--- src/hw/rtl/pvb_pkg.sv ---
package pvb_pkg;

  localparam int STEP_W   = 16;
  localparam int ACT_W    = 2;
  localparam int STATUS_W = 2;
  localparam int REG_IDX_W = 2;

  localparam logic [STEP_W-1:0] STEP_RESET = 16'd256;

  localparam logic [ACT_W-1:0] ACT_CLEAR    = 2'd0;
  localparam logic [ACT_W-1:0] ACT_ADD      = 2'd1;
  localparam logic [ACT_W-1:0] ACT_CLASSIFY = 2'd2;

  localparam logic [STATUS_W-1:0] ST_OK      = 2'd0;
  localparam logic [STATUS_W-1:0] ST_EMPTY   = 2'd1;
  localparam logic [STATUS_W-1:0] ST_OUTSIDE = 2'd2;

  localparam logic [REG_IDX_W-1:0] REG_STEP_X = 2'd0;
  localparam logic [REG_IDX_W-1:0] REG_STEP_Y = 2'd1;
  localparam logic [REG_IDX_W-1:0] REG_STEP_Z = 2'd2;

endpackage

--- src/hw/rtl/pvb_div.sv ---
module pvb_div #(
  parameter int NUM_W = 25
) (
  input  logic                            clk,
  input  logic                            rst,
  input  logic                            start,
  input  logic [NUM_W-1:0]                num,
  input  logic [pvb_pkg::STEP_W-1:0]      den,
  output logic [NUM_W-1:0]                quo,
  output logic                            done
);

  localparam int CNT_BITS = $clog2(NUM_W + 1);

  logic                         busy;
  logic [CNT_BITS-1:0]          cnt;
  logic [pvb_pkg::STEP_W-1:0]   rem;
  logic [pvb_pkg::STEP_W-1:0]   den_q;
  logic [pvb_pkg::STEP_W:0]     shifted;
  logic                         ge;
  logic [pvb_pkg::STEP_W:0]     diff;

  assign shifted = {rem, quo[NUM_W-1]};
  assign ge      = shifted >= {1'b0, den_q};
  assign diff    = shifted - {1'b0, den_q};

  always_ff @(posedge clk) begin
    if (rst) begin
      busy <= 1'b0;
      done <= 1'b0;
      cnt  <= '0;
    end else begin
      done <= 1'b0;
      if (start) begin
        busy <= 1'b1;
        cnt  <= CNT_BITS'(NUM_W);
      end else if (busy) begin
        cnt <= cnt - CNT_BITS'(1);
        if (cnt == CNT_BITS'(1)) begin
          busy <= 1'b0;
          done <= 1'b1;
        end
      end
    end
  end

  always_ff @(posedge clk) begin
    if (start) begin
      quo   <= num;
      rem   <= '0;
      den_q <= den;
    end else if (busy) begin
      quo <= {quo[NUM_W-2:0], ge};
      rem <= ge ? diff[pvb_pkg::STEP_W-1:0] : shifted[pvb_pkg::STEP_W-1:0];
    end
  end

endmodule

--- src/hw/rtl/point_voxel_binning.sv ---
// Bounding-box voxel binner. Clear and add transfers need no division; a
// classify transfer runs six divisions (three cell counts, then three cell
// positions) through one restoring divider that retires one quotient bit per
// cycle, then three steps (two products on one multiplier, then an add) for
// the linear index. The divider works on NUM_W = max(COORD_BITS, 16) + 1 bits.
// A classify outside the box stops after the three cell counts. The divider
// sets the pace; the block takes no new item while it works on one.
module point_voxel_binning #(
  parameter int COORD_BITS     = 24,
  parameter int MAX_CELLS_AXIS = 1024
) (
  input  logic clk,
  input  logic rst,
  input  logic                                 s_tvalid,
  output logic                                 s_tready,
  // coord_x, coord_y, coord_z, zero padding
  input  logic [((3*COORD_BITS+7)/8)*8-1:0]    s_tdata,
  // action
  input  logic [pvb_pkg::ACT_W-1:0]            s_tuser,
  output logic                                 m_tvalid,
  input  logic                                 m_tready,
  // cell_x, cell_y, cell_z, voxel_index, count_x, count_y, count_z, zero padding
  output logic [((3*$clog2(MAX_CELLS_AXIS)*2+3*$clog2(MAX_CELLS_AXIS+1)+7)/8)*8-1:0] m_tdata,
  // status
  output logic [pvb_pkg::STATUS_W-1:0]         m_tuser,
  input  logic                                 cfg_we,
  input  logic [pvb_pkg::REG_IDX_W-1:0]        cfg_index,
  input  logic [pvb_pkg::STEP_W-1:0]           cfg_data
);

  localparam int C      = COORD_BITS;
  localparam int CELL_W = $clog2(MAX_CELLS_AXIS);
  localparam int CNT_W  = $clog2(MAX_CELLS_AXIS + 1);
  localparam int IDX_W  = 3 * CELL_W;
  localparam int NUM_W  = ((C > pvb_pkg::STEP_W) ? C : pvb_pkg::STEP_W) + 1;
  localparam int PROD_W = 3 * CNT_W;
  localparam int OUT_TDATA_W = ((2*IDX_W + 3*CNT_W + 7) / 8) * 8;

  localparam logic [2:0] S_IDLE     = 3'd0;
  localparam logic [2:0] S_DIV_GO   = 3'd1;
  localparam logic [2:0] S_DIV_WAIT = 3'd2;
  localparam logic [2:0] S_MUL1     = 3'd3;
  localparam logic [2:0] S_MUL2     = 3'd4;
  localparam logic [2:0] S_MUL3     = 3'd5;
  localparam logic [2:0] S_DONE     = 3'd6;

  logic [2:0] state;
  logic [2:0] phase;

  logic [pvb_pkg::STEP_W-1:0] step_x, step_y, step_z;
  logic signed [C-1:0] box_min_x, box_min_y, box_min_z;
  logic signed [C-1:0] box_max_x, box_max_y, box_max_z;
  logic                box_valid;
  logic signed [C-1:0] pt_x, pt_y, pt_z;

  logic signed [C-1:0] in_x, in_y, in_z;
  logic                outside;
  logic                outside_q;

  logic [pvb_pkg::STATUS_W-1:0] res_status;
  logic [CELL_W-1:0] res_cell_x, res_cell_y, res_cell_z;
  logic [CNT_W-1:0]  res_cnt_x, res_cnt_y, res_cnt_z;
  logic [IDX_W-1:0]  res_idx;

  logic signed [C-1:0]        sub_hi, sub_lo;
  logic [pvb_pkg::STEP_W-1:0] sel_step, step_eff;
  logic [CNT_W-1:0]           sel_cnt;
  logic [C:0]                 sub_full;
  logic [C-1:0]               sub_val;
  logic [NUM_W-1:0]           div_num;
  logic [NUM_W-1:0]           div_quo;
  logic                       div_start;
  logic                       div_done;
  logic [CNT_W-1:0]           cnt_clamped;
  logic [CELL_W-1:0]          cell_clamped;
  logic [NUM_W-1:0]           cnt_m1;

  logic [CNT_W-1:0]   mul_a;
  logic [2*CNT_W-1:0] mul_b;
  logic [PROD_W-1:0]  mul_p;
  logic [PROD_W-1:0]  prod;
  logic [PROD_W-1:0]  idx_sum;

  logic out_free;

  assign in_x = s_tdata[C-1:0];
  assign in_y = s_tdata[2*C-1:C];
  assign in_z = s_tdata[3*C-1:2*C];

  assign s_tready = (state == S_IDLE);
  assign out_free = !m_tvalid || m_tready;

  assign outside = (in_x < box_min_x) || (in_x > box_max_x) ||
                   (in_y < box_min_y) || (in_y > box_max_y) ||
                   (in_z < box_min_z) || (in_z > box_max_z);

  always_comb begin
    case (phase)
      3'd0: begin
        sub_hi = box_max_x; sub_lo = box_min_x; sel_step = step_x; sel_cnt = res_cnt_x;
      end
      3'd1: begin
        sub_hi = box_max_y; sub_lo = box_min_y; sel_step = step_y; sel_cnt = res_cnt_y;
      end
      3'd2: begin
        sub_hi = box_max_z; sub_lo = box_min_z; sel_step = step_z; sel_cnt = res_cnt_z;
      end
      3'd3: begin
        sub_hi = pt_x; sub_lo = box_min_x; sel_step = step_x; sel_cnt = res_cnt_x;
      end
      3'd4: begin
        sub_hi = pt_y; sub_lo = box_min_y; sel_step = step_y; sel_cnt = res_cnt_y;
      end
      default: begin
        sub_hi = pt_z; sub_lo = box_min_z; sel_step = step_z; sel_cnt = res_cnt_z;
      end
    endcase
  end

  assign step_eff = (sel_step == '0) ? pvb_pkg::STEP_W'(1) : sel_step;
  assign sub_full = {sub_hi[C-1], sub_hi} - {sub_lo[C-1], sub_lo};
  assign sub_val  = sub_full[C-1:0];

  always_comb begin
    if (phase < 3'd3) begin
      div_num = NUM_W'(sub_val) + NUM_W'(step_eff) - NUM_W'(1);
    end else if (sub_val == '0) begin
      div_num = '0;
    end else begin
      div_num = NUM_W'(sub_val) - NUM_W'(1);
    end
  end

  assign div_start = (state == S_DIV_GO);

  pvb_div #(
    .NUM_W(NUM_W)
  ) u_div (
    .clk  (clk),
    .rst  (rst),
    .start(div_start),
    .num  (div_num),
    .den  (step_eff),
    .quo  (div_quo),
    .done (div_done)
  );

  always_comb begin
    if (div_quo == '0) begin
      cnt_clamped = CNT_W'(1);
    end else if (div_quo > NUM_W'(MAX_CELLS_AXIS)) begin
      cnt_clamped = CNT_W'(MAX_CELLS_AXIS);
    end else begin
      cnt_clamped = div_quo[CNT_W-1:0];
    end
  end

  assign cnt_m1 = NUM_W'(sel_cnt) - NUM_W'(1);
  assign cell_clamped = (div_quo > cnt_m1) ? cnt_m1[CELL_W-1:0] : div_quo[CELL_W-1:0];

  always_comb begin
    case (state)
      S_MUL1: begin
        mul_a = res_cnt_y;
        mul_b = (2*CNT_W)'(res_cell_z);
      end
      default: begin
        mul_a = res_cnt_x;
        mul_b = (2*CNT_W)'(res_cell_y) + prod[2*CNT_W-1:0];
      end
    endcase
  end

  assign mul_p   = PROD_W'(mul_a) * PROD_W'(mul_b);
  assign idx_sum = prod + PROD_W'(res_cell_x);

  always_ff @(posedge clk) begin
    if (rst) begin
      step_x <= pvb_pkg::STEP_RESET;
      step_y <= pvb_pkg::STEP_RESET;
      step_z <= pvb_pkg::STEP_RESET;
    end else if (cfg_we) begin
      case (cfg_index)
        pvb_pkg::REG_STEP_X: step_x <= cfg_data;
        pvb_pkg::REG_STEP_Y: step_y <= cfg_data;
        pvb_pkg::REG_STEP_Z: step_z <= cfg_data;
        default: ;
      endcase
    end
  end

  always_ff @(posedge clk) begin
    if (rst) begin
      state     <= S_IDLE;
      phase     <= '0;
      box_valid <= 1'b0;
      box_min_x <= '0;
      box_min_y <= '0;
      box_min_z <= '0;
      box_max_x <= '0;
      box_max_y <= '0;
      box_max_z <= '0;
    end else begin
      case (state)
        S_IDLE: begin
          if (s_tvalid) begin
            state <= S_DONE;
            case (s_tuser)
              pvb_pkg::ACT_CLEAR: begin
                box_valid <= 1'b0;
                box_min_x <= '0;
                box_min_y <= '0;
                box_min_z <= '0;
                box_max_x <= '0;
                box_max_y <= '0;
                box_max_z <= '0;
              end
              pvb_pkg::ACT_ADD: begin
                box_valid <= 1'b1;
                if (!box_valid || in_x < box_min_x) box_min_x <= in_x;
                if (!box_valid || in_x > box_max_x) box_max_x <= in_x;
                if (!box_valid || in_y < box_min_y) box_min_y <= in_y;
                if (!box_valid || in_y > box_max_y) box_max_y <= in_y;
                if (!box_valid || in_z < box_min_z) box_min_z <= in_z;
                if (!box_valid || in_z > box_max_z) box_max_z <= in_z;
              end
              pvb_pkg::ACT_CLASSIFY: begin
                if (box_valid) begin
                  phase <= '0;
                  state <= S_DIV_GO;
                end
              end
              default: ;
            endcase
          end
        end
        S_DIV_GO: begin
          state <= S_DIV_WAIT;
        end
        S_DIV_WAIT: begin
          if (div_done) begin
            phase <= phase + 3'd1;
            if (phase == 3'd2 && outside_q) begin
              state <= S_DONE;
            end else if (phase == 3'd5) begin
              state <= S_MUL1;
            end else begin
              state <= S_DIV_GO;
            end
          end
        end
        S_MUL1: state <= S_MUL2;
        S_MUL2: state <= S_MUL3;
        S_MUL3: state <= S_DONE;
        S_DONE: begin
          if (out_free) state <= S_IDLE;
        end
        default: state <= S_IDLE;
      endcase
    end
  end

  always_ff @(posedge clk) begin
    case (state)
      S_IDLE: begin
        pt_x       <= in_x;
        pt_y       <= in_y;
        pt_z       <= in_z;
        outside_q  <= outside;
        res_cell_x <= '0;
        res_cell_y <= '0;
        res_cell_z <= '0;
        res_cnt_x  <= '0;
        res_cnt_y  <= '0;
        res_cnt_z  <= '0;
        res_idx    <= '0;
        if (s_tuser == pvb_pkg::ACT_CLASSIFY) begin
          if (!box_valid) begin
            res_status <= pvb_pkg::ST_EMPTY;
          end else if (outside) begin
            res_status <= pvb_pkg::ST_OUTSIDE;
          end else begin
            res_status <= pvb_pkg::ST_OK;
          end
        end else begin
          res_status <= pvb_pkg::ST_OK;
        end
      end
      S_DIV_WAIT: begin
        if (div_done) begin
          case (phase)
            3'd0: res_cnt_x <= cnt_clamped;
            3'd1: res_cnt_y <= cnt_clamped;
            3'd2: res_cnt_z <= cnt_clamped;
            3'd3: res_cell_x <= cell_clamped;
            3'd4: res_cell_y <= cell_clamped;
            default: res_cell_z <= cell_clamped;
          endcase
        end
      end
      S_MUL1, S_MUL2: prod <= mul_p;
      S_MUL3: res_idx <= idx_sum[IDX_W-1:0];
      default: ;
    endcase
  end

  always_ff @(posedge clk) begin
    if (rst) begin
      m_tvalid <= 1'b0;
    end else if (state == S_DONE && out_free) begin
      m_tvalid <= 1'b1;
    end else if (m_tready) begin
      m_tvalid <= 1'b0;
    end
  end

  always_ff @(posedge clk) begin
    if (state == S_DONE && out_free) begin
      m_tuser <= res_status;
      m_tdata <= OUT_TDATA_W'({res_cnt_z, res_cnt_y, res_cnt_x, res_idx,
                               res_cell_z, res_cell_y, res_cell_x});
    end
  end

endmodule

--- config.mk ---
export PLATFORM = sky130hd
export DESIGN_NAME = point_voxel_binning
export DESIGN_NICKNAME = d
export VERILOG_FILES = /design/src/hw/rtl/pvb_pkg.sv /design/src/hw/rtl/pvb_div.sv /design/src/hw/rtl/point_voxel_binning.sv
export SDC_FILE = /design/constraint.sdc
export NUM_CORES = 2
export LEC_CHECK = 0
export ABC_AREA = 1
export BUFFER_PORTS_ARGS = -buffer_cell sky130_fd_sc_hd__buf_2
export CORE_MARGIN = 2
export CORE_UTILIZATION = 35
export DETAILED_ROUTE_END_ITERATION = 8
export PLACE_DENSITY = 0.51
export SLEW_MARGIN = 10
export SYNTH_ARGS = -nofsm -noshare
export SYNTH_HDL_FRONTEND = slang
export SYNTH_SLANG_ARGS = --single-unit
--- constraint.sdc ---
create_clock -name clk -period 13.72 [get_ports clk]
set_input_delay 1.372 -clock clk [delete_from_list [all_inputs] [get_ports clk]]
set_output_delay 1.372 -clock clk [all_outputs]
set_load 0.05 [all_outputs]
==> run metrics <==
required time worst endpoint 14.12 ns; clk slew on worst S/H paths 0.05 ns; layout cell share with drive strength beyond 1 0.08423; Port Buffer Count 193; Synth Cell Area 40,310 µm²; number of fill cells in the layout 11,940; worst rel slew slack 0.1846; Worst Max-Slew Pin Slew 1.223 ns; final setup vio count 0; most frequent CP cell nand2_1; aggregate global-route resource usage 0.2224; vias in the first global route 32,930; DR WL/cell 19.54 µm; reg-to-reg slack, setup 5.54 ns; largest cells by area after synthesis edfxtp_1 (25%), dfxtp_1 (11%), ha_1 (10%); # hold bufs at CTS 0; area delta synth->final 11.78%; R2R cell count 31; worst hold margin 0.4156 ns; Yosys top cell by area edfxtp_1; RSZ-0062 raised after global routing no; first-pass GRT wire length 200.1 mm; hpwl dp 102.0 mm; WHS Path Cells 0; die height 343.4 µm; largest net degree at the start of global routing 88; busiest grt layer met2; top-count cell post-synth nand2_1; synthesized area per cell 8.046 µm²; Fmax 122.2 MHz; ys async rst share 0; total setup buffers inserted after CTS 0; Hold Fails Final Rpt 0; slowest CP cell nand3_2; FP Rows 124; Synth Warn # 0; clk sinks 557; Worst Skew 0.03022 ns; CP peak stage delay 0.99 ns; max-cap violations 0; IO Pins 197; Hold Path Class reg -> reg; Setup CP Type reg -> reg; H-tree Lvls 3; most common flop cell mapped by yosys edfxtp_1; final instance area 45,060 µm²; Yosys reg bits 557; DRC violations left 0; GR Layer Usage met2 0.3464; initial DRC count 2,426; Post-synth EDFFs 334; min cycle time layout 8.184 ns; Worst-Skew Late Latency 0.66 ns; Via density 5.084; top cell type's share of synthesized area 0.2488; CTS tree yes; initial antenna violation count 6; fin cells 6,724; Placed Area 42,800 µm²; Clock Tree Buf Depth 3; Synth Instances 5,010; Setup crit end kind flip-flop; Root Buffer clkbuf_16; Seq/Total Area, Yosys 0.3595; 1st-pass router iterations 6; Final Max Slew Viols 0; GR Util met1 0.3134; Initial Util 0.3526; largest fanout on the critical path 49; setup tns final 0 ns; sequential cell area 14,490 µm²; Synth top cells by count nand2_1 (1,026), inv_1 (819), nor2_1 (447), a21oi_1 (409), ha_1 (338); status finished, final reports clean; core area 114,300 µm²; Worst Path Arrival 8.58 ns; gr ovfl total 0; Yosys cell types 65; Placed Instances 6,595; startpoint types flip-flop; Post-DRT Antenna Nets 0; Nets 5,773; routed wire length 131.4 mm; Ant. Diodes 0; gp weighted congestion 0.9339; area of the multi-input gates 21,970 µm²; die width 343.4 µm; Die ar. 117,900 µm²; final worst path period share 0.5965; Vias 34,180; met3 GRT Util 0.03310; CTS Buf Count 71; post-CTS sizing 0
worst paths after layout:
check | from | end
max | phase[0] | u_div.quo[24]
min | res_idx[28] | m_tdata[58]
max reg2reg | phase[0] | u_div.quo[24]
min reg2reg | res_idx[28] | m_tdata[58]
layout make-up:
cell class | instances | share of cell area
Multi-Input combinational cell | 3450 | 0.4876
Clock inverter | 26 | 0.007163
Inverter | 842 | 0.07036
Tap cell | 1512 | 0.04198
Timing Repair Buffer | 234 | 0.02827
Sequential cell | 557 | 0.3216
Clock buffer | 103 | 0.04301
state kept, by name (all words and copies together) (netlist names), 24 cells and up:
signal,flops
box_max_y,24
box_min_x,24
m_tdata,93
prod,30
pt_y,24
box_min_y,24
box_max_x,24
box_max_z,24
u_div.quo,25
pt_x,24
res_idx,30
pt_z,24
box_min_z,24
worst max-delay path: cells and delay by family (launching register included):
| kind | cells | cell delay (ns) |
|---|---|---|
| and+or+nand+nor | 16 | 2.93 |
| buffers and inverters | 7 | 1.50 |
| DFF | 1 | 0.41 |
| xor gates and xnor gates | 2 | 0.43 |
| AOI/OAI and AO/OA | 3 | 1.16 |
| adders and majority gates | 3 | 1.44 |
metrics by stage:
stage	utilization	setup slack, ns
floorplan	-	5.209
global placement	0.3743	5.569
detailed placement	0.3743	5.610
CTS	0.3941	5.575
global route	0.3941	4.930
finish	0.3941	5.536
placed cells by master (no fill, tap or decap), types with 18 or more instances in the layout:
cell type | synthesis | routed
o21a_1 | 20 | 20
nor2_1 | 447 | 443
dfxtp_1 | 223 | 223
inv_1 | 819 | 818
fa_1 | 182 | 182
a31oi_1 | 20 | 20
o21ai_1 | 18 | 21
buf_4 | 7 | 41
nor3_1 | 50 | 49
ha_1 | 338 | 337
nand2_1 | 1026 | 1025
a21oi_1 | 409 | 409
nand2_2 | 18 | 18
buf_2 | 48 | 193
clkbuf_1 | 89 | 29
nand4_1 | 74 | 74
o21ai_0 | 299 | 295
xnor2_1 | 20 | 20
clkbuf_16 | 0 | 72
o22ai_1 | 37 | 37
xor2_1 | 52 | 52
o221ai_1 | 24 | 24
edfxtp_1 | 334 | 334
nand3_1 | 212 | 211
o211ai_1 | 24 | 24
per-layer routing:
layer / part of all wire / vias to the layer above
met5: 0.00043 / -
met4: 0.036 / 10
met3: 0.062 / 212
met2: 0.44 / 1016
met1: 0.47 / 16160
li1: - / 16790
logic make-up (layout without fill, tap and decap cells):
| logic type | Yosys count | in the layout | share of synthesized area |
|---|---|---|---|
| xor+xnor | 73 | 73 | 0.01605 |
| flops | 557 | 557 | 0.3595 |
| other cells | 1 | 3 | 0.00009302 |
| simple gates | 1913 | 1913 | 0.2012 |
| buf+inv | 1005 | 1205 | 0.09696 |
| compound gates | 941 | 941 | 0.1309 |
| fa+ha+maj | 520 | 520 | 0.1953 |
Power is not shown: default switching activity piles up to over one toggle a cycle in this logic, so the estimate is an artifact.
